File: src/rtl/core/rims_pkg.sv
package rims_pkg;

    localparam int TICK_COUNT_BITS = 16;
    localparam int LIMIT_BITS      = 16;
    localparam int CMP_BITS        = (TICK_COUNT_BITS > LIMIT_BITS) ? TICK_COUNT_BITS
                                                                    : LIMIT_BITS;

    localparam logic [LIMIT_BITS-1:0] LIMIT_RESET = LIMIT_BITS'(5000);

    typedef enum logic [1:0] {
        MODE_TICK   = 2'd0,
        MODE_MOVE   = 2'd1,
        MODE_ORIGIN = 2'd2,
        MODE_FREE   = 2'd3
    } t_mode;

    typedef enum logic [3:0] {
        ST_ACCEPTED  = 4'd0,
        ST_DONE      = 4'd1,
        ST_MOVING    = 4'd2,
        ST_IDLE      = 4'd3,
        ST_NOT_HOMED = 4'd4,
        ST_ALARM     = 4'd5,
        ST_LIMIT_ON  = 4'd6,
        ST_LIMIT_OFF = 4'd7,
        ST_TIMEOUT   = 4'd8
    } t_status;

    localparam logic [2:0] DRIVE_NONE = 3'd0;
    localparam logic [2:0] DRIVE_MAX  = 3'd4;

    typedef struct packed {
        t_mode      mode;
        logic [1:0] target;
        logic       check_limits;
        logic       at_0;
        logic       at_90;
        logic       at_180;
        logic       at_270;
        logic       in_position;
        logic       alarm;
    } t_in_item;

    typedef struct packed {
        t_status    status;
        logic [1:0] which_target;
        logic [2:0] drive_target;
        logic       drive_origin;
        logic       free_out;
        logic       alarm_reset;
        logic       ready_ok;
    } t_out_item;

    typedef struct packed {
        logic                       homed;
        logic                       moving;
        logic [1:0]                 move_target;
        logic [TICK_COUNT_BITS-1:0] elapsed;
        logic [2:0]                 drive;
        logic                       origin;
        logic                       free;
    } t_state;

endpackage

File: src/rtl/core/rims_step.sv
module rims_step
    import rims_pkg::*;
(
    input  t_in_item                 i_item,
    input  t_state                   i_state,
    input  logic [LIMIT_BITS-1:0]    i_limit,
    output t_state                   o_state,
    output t_out_item                o_result
);

    localparam logic [TICK_COUNT_BITS-1:0] COUNT_MAX = '1;

    logic [3:0]                 sens;
    logic [3:0]                 tgt_mask;
    logic                       s_tgt;
    logic                       s_others;
    logic                       s_moved;
    logic [TICK_COUNT_BITS-1:0] el_inc;
    logic                       timed_out;
    logic [2:0]                 tgt_drive;
    t_state                     nxt;
    t_status                    status;
    logic [1:0]                 which;
    logic                       areset;

    assign sens      = {i_item.at_270, i_item.at_180, i_item.at_90, i_item.at_0};
    assign tgt_mask  = 4'b0001 << i_item.target;
    assign s_tgt     = sens[i_item.target];
    assign s_others  = |(sens & ~tgt_mask);
    assign s_moved   = sens[i_state.move_target];
    assign el_inc    = (i_state.elapsed == COUNT_MAX) ? i_state.elapsed
                                                      : i_state.elapsed + 1'b1;
    assign timed_out = CMP_BITS'(el_inc) >= CMP_BITS'(i_limit);
    assign tgt_drive = 3'(i_item.target) + 3'd1;

    always_comb begin
        nxt    = i_state;
        status = ST_IDLE;
        which  = 2'd0;
        areset = 1'b0;
        case (i_item.mode)
            MODE_TICK: begin
                which = i_state.move_target;
                if (i_state.moving) begin
                    nxt.elapsed = el_inc;
                    if (timed_out) begin
                        status = ST_TIMEOUT;
                    end else if (i_item.alarm) begin
                        status = ST_ALARM;
                    end else if (s_moved && i_item.in_position) begin
                        status = ST_DONE;
                    end else begin
                        status = ST_MOVING;
                    end
                    if (status != ST_MOVING) begin
                        nxt.drive  = DRIVE_NONE;
                        nxt.origin = 1'b0;
                        nxt.free   = 1'b0;
                        nxt.moving = 1'b0;
                    end
                end
            end
            MODE_MOVE: begin
                which = i_item.target;
                if (!i_state.homed) begin
                    status = (i_item.check_limits && i_item.alarm) ? ST_ALARM : ST_NOT_HOMED;
                end else begin
                    nxt.drive  = DRIVE_NONE;
                    nxt.origin = 1'b0;
                    nxt.free   = 1'b0;
                    nxt.moving = 1'b0;
                    status     = ST_ACCEPTED;
                    if (i_item.check_limits) begin
                        if (i_item.alarm) begin
                            status = ST_ALARM;
                        end else if (s_tgt && s_others) begin
                            status = ST_LIMIT_ON;
                        end else if (s_tgt) begin
                            nxt.moving      = 1'b1;
                            nxt.move_target = i_item.target;
                            nxt.elapsed     = '0;
                        end else if (!s_others) begin
                            status = ST_LIMIT_OFF;
                        end else begin
                            nxt.moving      = 1'b1;
                            nxt.move_target = i_item.target;
                            nxt.elapsed     = '0;
                            nxt.drive       = tgt_drive;
                        end
                    end else begin
                        areset          = i_item.alarm;
                        nxt.moving      = 1'b1;
                        nxt.move_target = i_item.target;
                        nxt.elapsed     = '0;
                        nxt.drive       = tgt_drive;
                    end
                end
            end
            MODE_ORIGIN: begin
                nxt.moving = 1'b0;
                nxt.drive  = DRIVE_NONE;
                nxt.free   = 1'b0;
                nxt.origin = 1'b1;
                nxt.homed  = 1'b1;
                areset     = i_item.alarm;
                status     = ST_ACCEPTED;
            end
            MODE_FREE: begin
                nxt.homed = 1'b0;
                nxt.free  = 1'b1;
                status    = ST_ACCEPTED;
            end
            default: begin
                status = ST_IDLE;
            end
        endcase
    end

    assign o_state               = nxt;
    assign o_result.status       = status;
    assign o_result.which_target = which;
    assign o_result.drive_target = nxt.drive;
    assign o_result.drive_origin = nxt.origin;
    assign o_result.free_out     = nxt.free;
    assign o_result.alarm_reset  = areset;
    assign o_result.ready_ok     = nxt.homed & i_item.in_position;

endmodule

File: src/rtl/core/rotary_indexer_move_supervisor.sv
// Channel  | Direction | Handshake          | Payload
// ---------+-----------+--------------------+-------------------------------
// in       | input     | i_in_valid/o_in_stall   | i_in_item  (t_in_item)
// out      | output    | o_out_valid/i_out_stall | o_out_item (t_out_item)
// cfg      | input     | i_cfg_valid/o_cfg_ready | i_cfg_data (motion limit)
//
// One request per cycle sustained while the output is not stalled: a request
// is held in the input register, is evaluated against the supervisor state and
// lands in the result register, which raises o_out_valid. Reset (i_rst_n low,
// synchronous) clears state, both valid flags and loads the motion limit with
// 5000. An output stall while o_out_valid is high holds the result register;
// a waiting input request then holds too, so o_in_stall rises in the same cycle.
module rotary_indexer_move_supervisor
    import rims_pkg::*;
(
    input  logic                  i_clk,
    input  logic                  i_rst_n,
    input  logic                  i_in_valid,
    output logic                  o_in_stall,
    input  t_in_item              i_in_item,
    output logic                  o_out_valid,
    input  logic                  i_out_stall,
    output t_out_item             o_out_item,
    input  logic                  i_cfg_valid,
    output logic                  o_cfg_ready,
    input  logic [LIMIT_BITS-1:0] i_cfg_data
);

    logic                  r_in_valid;
    t_in_item              r_in;
    logic                  r_out_valid;
    t_out_item             r_out;
    t_state                r_state;
    logic [LIMIT_BITS-1:0] r_limit;

    t_state    n_state;
    t_out_item n_out;
    logic      advance;
    logic      take_in;

    rims_step u_step (
        .i_item   (r_in),
        .i_state  (r_state),
        .i_limit  (r_limit),
        .o_state  (n_state),
        .o_result (n_out)
    );

    assign advance     = r_in_valid && (!r_out_valid || !i_out_stall);
    assign take_in     = i_in_valid && !o_in_stall;
    assign o_in_stall  = r_in_valid && !advance;
    assign o_out_valid = r_out_valid;
    assign o_out_item  = r_out;
    assign o_cfg_ready = 1'b1;

    always_ff @(posedge i_clk) begin
        if (!i_rst_n) begin
            r_in_valid  <= 1'b0;
            r_out_valid <= 1'b0;
            r_state     <= '0;
            r_limit     <= LIMIT_RESET;
        end else begin
            if (take_in) begin
                r_in_valid <= 1'b1;
            end else if (advance) begin
                r_in_valid <= 1'b0;
            end
            if (advance) begin
                r_out_valid <= 1'b1;
                r_state     <= n_state;
            end else if (!i_out_stall) begin
                r_out_valid <= 1'b0;
            end
            if (i_cfg_valid && o_cfg_ready) begin
                r_limit <= i_cfg_data;
            end
        end
    end

    always_ff @(posedge i_clk) begin
        if (take_in) begin
            r_in <= i_in_item;
        end
        if (advance) begin
            r_out <= n_out;
        end
    end

    a_idle_no_drive: assert property (@(posedge i_clk) disable iff (!i_rst_n)
        !r_state.moving |-> r_state.drive == DRIVE_NONE)
        else $error("drive asserted while no move is monitored");

    a_origin_not_moving: assert property (@(posedge i_clk) disable iff (!i_rst_n)
        r_state.origin |-> !r_state.moving)
        else $error("origin drive and move monitoring both active");

    a_out_from_in: assert property (@(posedge i_clk) disable iff (!i_rst_n)
        $rose(r_out_valid) |-> $past(r_in_valid))
        else $error("result appeared without a request in the input register");

    a_drive_range: assert property (@(posedge i_clk) disable iff (!i_rst_n)
        r_out_valid |-> r_out.drive_target <= DRIVE_MAX)
        else $error("drive target out of range");

    a_state_holds: assert property (@(posedge i_clk) disable iff (!i_rst_n)
        !$past(advance) && $past(i_rst_n) |-> $stable(r_state))
        else $error("supervisor state changed without a request");

endmodule
File: config.mk
export PLATFORM = sky130hd
export DESIGN_NAME = rotary_indexer_move_supervisor
export DESIGN_NICKNAME = d
export VERILOG_FILES = /design/src/rtl/core/rims_pkg.sv /design/src/rtl/core/rims_step.sv /design/src/rtl/core/rotary_indexer_move_supervisor.sv
export SDC_FILE = /design/constraint.sdc
export NUM_CORES = 1
export LEC_CHECK = 0
export ABC_CLOCK_PERIOD_IN_PS = 3200
export BUFFER_PORTS_ARGS = -buffer_cell sky130_fd_sc_hd__buf_2
export CAP_MARGIN = 15
export CORE_AREA = 8 8 97 99
export CTS_BUF_LIST = sky130_fd_sc_hd__clkbuf_4 sky130_fd_sc_hd__clkbuf_8
export CTS_CLUSTER_SIZE = 12
export DETAILED_ROUTE_END_ITERATION = 16
export DIE_AREA = 0 0 105 107
export GPL_TIMING_DRIVEN = 0
export PLACE_DENSITY = 0.78
export SLEW_MARGIN = 40
export SYNTH_ARGS = -nofsm -noshare
export SYNTH_HDL_FRONTEND = slang
export SYNTH_HIERARCHICAL = 1
export SYNTH_SLANG_ARGS = --single-unit
export TNS_END_PERCENT = 30
File: constraint.sdc
create_clock -name i_clk -period 3.2 [get_ports i_clk]
set_input_delay 0.32 -clock i_clk [delete_from_list [all_inputs] [get_ports i_clk]]
set_output_delay 0.32 -clock i_clk [all_outputs]
set_load 0.01 [all_outputs]
==> results.toml, run 1 <==
[outcome]
outcome = "finished, violations left"
violations = "setup timing"

[sta]
hold_viol = 0
skew_ps = 5.18
worst_slew_pin_slew_ps = 797
rsz0062_at_grt = "true"
slew_headroom_pct = 46.5
finalWorstSetupSlack_ps = -237
period_needed_ps = 3440
slew_viol_final = 0
finalSetupViolations = 15
period_share_pct = 107
clock.fmax_mhz = 291

[synth]
netlist_area_um2 = 4230
ys_seq_elements = 67
syn_avg_cell_area_um2 = 9.33
synth.distinct_cells = 59
async_flop_share_pct = 0
synth.net_count = 513
synth_enable_flop_cells = 24
yosys_warnings = 6
ys_seq_area_share_pct = 37.4
synth_flop_cell = "dfxtp_1"
synthCells = 454

[cells_and_area]
nFillCells = 618
instances_no_fill = 647
syn2layout_area_growth_pct = 23.8
diodes = 0
post-route-util_pct = 66.1
design_area_um2 = 5240
nets = 596
post_route_cells_drive_above_1_share_pct = 29.9
final_cell_mix = "75 x nand2_1, 49 x buf_2, 43 x mux2i_1, 39 x buf_4, 30 x dfxtp_1"
layout_commonest_cell = "nand2_1"

[setup_path]
crit_chain = "and3_1 -> buf_4 -> nand4_1 -> a2111oi_4 -> xnor2_1 -> ha_1 -> nand4_1 -> or4_1 -> o32a_1 -> nand3_4 -> buf_4 -> a31oi_4 -> nand2_1 -> mux2i_1"
crit_path_end_kind = "register"
cp-start-kind = "register"
r2r_setup_slack_ps = -240
worst-path-max-fanout = 7
slowest_delay_ps = 520
cp_data_required_time_ps = 3440
crit_type = "register to register"
cp_slowest_cell = "or4_1"
worstPathArrival_ps = 3670

[clock_network]
htree_levels = 3
cts_hold_buf = 0
cts_sinks = 67
clk_pin_slew_worst_paths_ps = 80
cts_root_buffer = "clkbuf_8"
cts_inserted_buffers = 9
clock_path_buffers = 2
cts_tree = "built"
insertion_delay_ps = 350

[detailed_routing]
vias = 3821
routed_via_density = 5.91
drtIter0Drc = 374
wl_per_cell_um = 16.9
ant_nets = 0
drtPass1Iterations = 7
drt-total-wl_mm = 10.9
route.detailed.drc = 0

[placed_design]
io_buffers = 44
dpl_worst_slack_ps = -536
place_inst = 603
gp_congestion = 0.901
dp_hpwl_mm = 7.24
placed_area_um2 = 4660

[run]
cap_violations = 0

[min_path]
min_path_type = "input port to register"

[power_and_ir_drop]
p_total_mw = 1.86
power_density_nw_per_um2 = 355
vdd_ir_drop_max_v = 0.000273
power_leakage_nw = 2.19

[die]
io_pins = 48
core_um2 = 7930
die_w_um = 105
die-area_um2 = 11200
die_h_um = 107
fp-row-count = 33
start_util_pct = 53.4

[global_route]
grt_use_total_pct = 18.0
grt_pass1_wl_mm = 16.6
grt_pass1_vias = 3595
grt_overflow_total = 0
grt_max_degree = 23
antenna_found_initial = 0
[cell usage after synthesis (all sizes together) (3+ instances only)]
master  count  share of area [%]
a211o       4               0.83
a21o        5               0.89
a21oi      19                2.2
a22o        8                1.7
a22oi       5               0.89
a31oi      11                1.6
a32o        3               0.71
and2        6               0.95
and3       11                1.7
and4        3               0.62
buf        23                4.4
clkbuf      8               0.71
dfxtp      43                 20
edfxtp     24                 17
ha         27                8.0
inv        28                2.5
mux2i      43                 10
nand2      76                6.7
nand2b      6               0.89
nand3       4               0.47
nand4       7                1.0
nor2       12                1.1
nor2b      16                2.4
nor3        4               0.47
nor4        3               0.44
o211ai      4               0.71
o21a        4               0.71
o21ai      11                1.3
or3         3               0.44
xnor2       8                1.7
[logic make-up after synthesis]
group	after synthesis	share of synthesized area [%]
and+or+nand+nor	154	17.7
AOI/OAI and AO/OA	90	15.7
DFF	67	37.4
buffers and inverters	59	7.62
muxes	47	11.8
adders and majority gates	27	7.98
xor gates and xnor gates	9	1.86
other	1	0.0886
[report_power, final]
group / total [mW] / internal [mW] / leakage, nW / switching [mW]
registers: 0.931 / 0.911 / 0.591 / 0.0202
clock network: 0.698 / 0.356 / 0.0950 / 0.342
logic: 0.230 / 0.103 / 1.50 / 0.127
total: 1.86 / 1.37 / 2.19 / 0.489
[layer usage]
layer / vias up / share of wire (%) / global-route usage (%) / wire, um
met5: - / 0 / 0 / 0
met4: 0 / 3.0 / 9.89 / 327
met3: 31 / 6.3 / 3.36 / 692
met2: 193 / 48 / 29.5 / 5220
met1: 1818 / 43 / 22.1 / 4710
li1: 1779 / - / - / -
[what timing repair did]
item | 4_1_cts | 5_1_grt
cloned | 0 | 0
pin swaps | 10 | 5
setup endpoints to repair | 15 | 26
buffers inserted | 19 | 15
endpoints found under the hold margin | 0 | 0
resized for setup | 23 | 21
[state kept, by name, summed over array words and instances (netlist names)]
signal       cells
o_out_item      13
o_out_valid      1
r_in            11
r_in_valid       1
r_limit         16
r_state         25
[area by class of cell]
type / count / area, um^2 / share of cell area, %
clock buffers: 9 / 124 / 2.36
inverters: 28 / 105 / 2.01
plain buffers: 26 / 198 / 3.77
flip-flops and latches: 67 / 1610 / 30.7
clock inverters: 7 / 68.8 / 1.31
multi-input cells: 328 / 2530 / 48.3
repair buffers: 77 / 475 / 9.07
well taps: 105 / 131 / 2.51
[worst paths after layout]
check               start    endpoint  cells past startpoint
min          i_in_item[2]     r_in[2]                      1
max            r_state[8]  r_state[4]                     14
max reg2reg    r_state[8]  r_state[4]                     14
min reg2reg    r_state[0]  r_state[0]                      2
[per-stage QoR]
| stage | setup TNS, ps | hold WS, ps |
|---|---|---|
| 2_1_floorplan | -74.2 | 419 |
| 3_3_place_gp | -5710 | 440 |
| 3_5_place_dp | -6290 | 455 |
| 4_1_cts | -978 | 127 |
| 5_1_grt | -3640 | 127 |
| 6_report | -2470 | 137 |
[critical path: cells and delay by family, from the launching register on]
family | cells | cell delay, ps
and+or+nand+nor | 6 | 1270
AOI/OAI and AO/OA | 3 | 840
DFF | 1 | 370
adders and majority gates | 1 | 320
buffers and inverters | 2 | 300
xor gates and xnor gates | 1 | 160
muxes | 1 | 90
(Power assumes the default switching activity.)
==> run 2: changes to the inputs <==
--- a/config.mk
+++ b/config.mk
@@ -5,17 +5,18 @@
 export SDC_FILE = /design/constraint.sdc
 export NUM_CORES = 1
 export LEC_CHECK = 0
+export ABC_AREA = 1
 export ABC_CLOCK_PERIOD_IN_PS = 3200
 export BUFFER_PORTS_ARGS = -buffer_cell sky130_fd_sc_hd__buf_2
 export CAP_MARGIN = 15
-export CORE_AREA = 8 8 97 99
+export CORE_AREA = 8 8 100 102
 export CTS_BUF_LIST = sky130_fd_sc_hd__clkbuf_4 sky130_fd_sc_hd__clkbuf_8
 export CTS_CLUSTER_SIZE = 12
 export DETAILED_ROUTE_END_ITERATION = 16
-export DIE_AREA = 0 0 105 107
+export DIE_AREA = 0 0 108 110
 export GPL_TIMING_DRIVEN = 0
-export PLACE_DENSITY = 0.78
-export SLEW_MARGIN = 40
+export PLACE_DENSITY = 0.77
+export SLEW_MARGIN = 20
 export SYNTH_ARGS = -nofsm -noshare
 export SYNTH_HDL_FRONTEND = slang
 export SYNTH_HIERARCHICAL = 1
==> run 2 against run 1 <==
The flow now finishes without violations. Setup slack improved by 280 ps. Clock power rose by 16%. Largest cell class unchanged. Final area rose by 5.5%. Area after synthesis rose by 6.9%. Synthesized cell count rose by 42%. Global-route usage rose by 1.8 points.
==> results.toml, run 2 <==
[min_path]
min_to = "r_in[4]"
hp-start = "i_in_item[4]"
min_path_type = "input port to register"
whs_path_depth = 1

[setup_path]
cp_slowest_cell = "dfxtp_4"
cp-start-kind = "register"
cp_data_required_time_ps = 3450
worstPathArrival_ps = 3400
crit_type = "register to register"
crit_path_end_kind = "register"
rr_worst_depth = 27
slowest_delay_ps = 380
crit_top_cell = "nand2_1"
reg2reg_from = "r_state[5]"
r2r_end = "r_state[4]"
r2r_setup_slack_ps = 50
worst-path-max-fanout = 4

[clock_network]
htree_levels = 3
clk_pin_slew_worst_paths_ps = 80
cts_root_buffer = "clkbuf_8"
insertion_delay_ps = 350
cts_sinks = 67
cts_tree = "built"
clock_path_buffers = 2
cts_inserted_buffers = 9
cts_hold_buf = 0

[synth]
synth_top_family_by_area = "simple AND/OR/NAND/NOR gates"
synthCells = 646
async_flop_share_pct = 0
yosysMostFrequentCell = "nand2_1"
synth_top_area_share_pct = 19.0
netlist_top_cells_count = "142 x nand2_1, 94 x inv_1, 72 x nor2_1"
synth_compound_area_share_pct = 12.3
synth_mux_area_share_pct = 0
synth.net_count = 705
synth_area_leaders = "dfxtp_1 19%, edfxtp_1 16%, nand2_1 12%"
netlist_area_um2 = 4530
syn_avg_cell_area_um2 = 7.01
synth_flop_cell = "dfxtp_1"
synth_top_area_cell = "dfxtp_1"
yosys.area_share.simple_pct = 29.5
yosys_warnings = 6
synth_enable_flop_cells = 24
synthAdderAreaFrac_pct = 7.46
ys_seq_elements = 67
ys_seq_area_share_pct = 34.9
synth.distinct_cells = 37
synth-xor-area-share_pct = 2.13

[sta]
rsz0062_at_grt = "true"
period_share_pct = 98.5
worst_slew_pin_slew_ps = 794
clock.fmax_mhz = 317
skew_ps = 9.23
hold_viol = 0
slew_viol_final = 0
finalSetupViolations = 0
period_needed_ps = 3150
slew_headroom_pct = 47.0

[detailed_routing]
ant_nets = 0
drtPass1Iterations = 5
vias = 4535
routed_via_density = 5.46
drtIter0Drc = 393
drt-total-wl_mm = 12.2
route.detailed.drc = 0
wl_per_cell_um = 14.7

[cells_and_area]
post-route-util_pct = 65.3
instances_no_fill = 830
layout_commonest_cell = "nand2_1"
regArea_um2 = 1600
final_cell_mix = "121 x nand2_1, 92 x inv_1, 69 x nor2_1, 54 x buf_2, 54 x nand3_1"
largest-register = "r_state"
syn2layout_area_growth_pct = 22.2
largest_reg_flops = 25
nets = 776
diodes = 0
multiInputGateArea_um2 = 2580
nFillCells = 719
post_route_cells_drive_above_1_share_pct = 25.8

[power_and_ir_drop]
power_density_nw_per_um2 = 411
vdd_ir_drop_max_v = 0.000308
power_leakage_nw = 2.69

[global_route]
grt_overflow_total = 0
grt_use_total_pct = 19.9
grt_max_degree = 14
antenna_found_initial = 0
grt_pass1_wl_mm = 19.0
grt_pass1_vias = 4127

[die]
core_um2 = 8470
die-area_um2 = 11900
die_w_um = 108
io_pins = 48
start_util_pct = 53.5
die_h_um = 110
fp-row-count = 34

[placed_design]
io_buffers = 45
place_inst = 799
gp_congestion = 0.918
dp_hpwl_mm = 8.50

[run]
cap_violations = 0

[outcome]
outcome = "complete, no violations"
## run 2: changes by cell type in the layout (fill, tap and decap cells not counted), moves of 9 or more
cell / before / now
nor2_1: 11 / 69
nor2b_1: 15 / 0
a21oi_1: 16 / 49
o21ai_0: 5 / 33
xor2_1: 1 / 10
nand2_2: 1 / 21
inv_1: 26 / 92
mux2i_1: 43 / 0
nand3_1: 2 / 54
nand2_1: 75 / 121
buf_4: 39 / 23
## run 2: logic make-up (layout without fill, tap and decap cells)
group / count (synthesis) / in the layout
buffers and inverters: 135 / 211
DFF: 67 / 67
adders and majority gates: 27 / 27
AOI/OAI and AO/OA: 106 / 106
xor gates and xnor gates: 11 / 11
other: 1 / 1
and+or+nand+nor: 299 / 299
## run 2: metal layers
| metal | global-route usage [%] | part of all wire [%] | up-vias | wire, um |
|---|---|---|---|---|
| li1 | - | - | 2205 | - |
| met1 | 26.1 | 44 | 2121 | 5390 |
| met2 | 32.0 | 47 | 182 | 5700 |
| met3 | 4.19 | 6.7 | 27 | 812 |
| met4 | 6.24 | 2.4 | 0 | 297 |
| met5 | 0 | 0 | - | 0 |
## run 2: through the flow
step / power [mW] / instance area (um^2) / setup slack (ps) / TNS [ps] / hold WS, ps
floorplan: 1.29 / 4530 / 407 / 0 / 419
global placement: 1.39 / 4890 / -154 / -692 / 447
detailed placement: 1.41 / 4890 / -265 / -1370 / 452
CTS: 2.21 / 5160 / 2.81 / 0 / 128
global route: 2.39 / 5530 / -83.9 / -298 / 116
finish: 2.27 / 5530 / 47.4 / 0 / 137
## run 2: what timing repair did
item | CTS | global route
cloned | 0 | 1
resized for setup | 12 | 60
pin swaps | 2 | 21
endpoints found under the setup margin | 9 | 10
buffers inserted | 2 | 14
## run 2: area by class of cell
class,instances,share of cell area (%)
Buffer,32,4.10
Clock buffer,9,2.24
Clock inverter,7,1.83
Inverter,102,6.92
Multi-Input combinational cell,444,46.6
Sequential cell,67,29.0
Tap cell,108,2.44
Timing Repair Buffer,61,6.86
## run 2: worst max-delay path by stage
stage                startpoint         end  slack [ps]  cells after the start
finish               r_state[5]  r_state[4]          50                     27
floorplan            r_state[6]  r_state[1]         410                     24
global placement     r_state[6]  r_state[2]        -150                     27
detailed placement   r_state[6]  r_state[4]        -270                     27
CTS                 r_state[14]  r_state[3]           3                     26
global route         r_state[6]  r_state[2]         -80                     27
## run 2: worst max-delay path: cells and delay by family (launching register included)
| kind | cells | cell delay, ps |
|---|---|---|
| simple gates | 20 | 1720 |
| fa+ha+maj | 2 | 400 |
| flops | 1 | 380 |
| buf+inv | 4 | 310 |
| compound gates | 1 | 220 |
## run 2: power breakdown
part / total [mW] / internal (mW) / switching (mW)
Sequential: 0.991 / 0.939 / 0.0521
Combinational: 0.475 / 0.188 / 0.286
Clock: 0.808 / 0.445 / 0.363
Total: 2.27 / 1.57 / 0.701
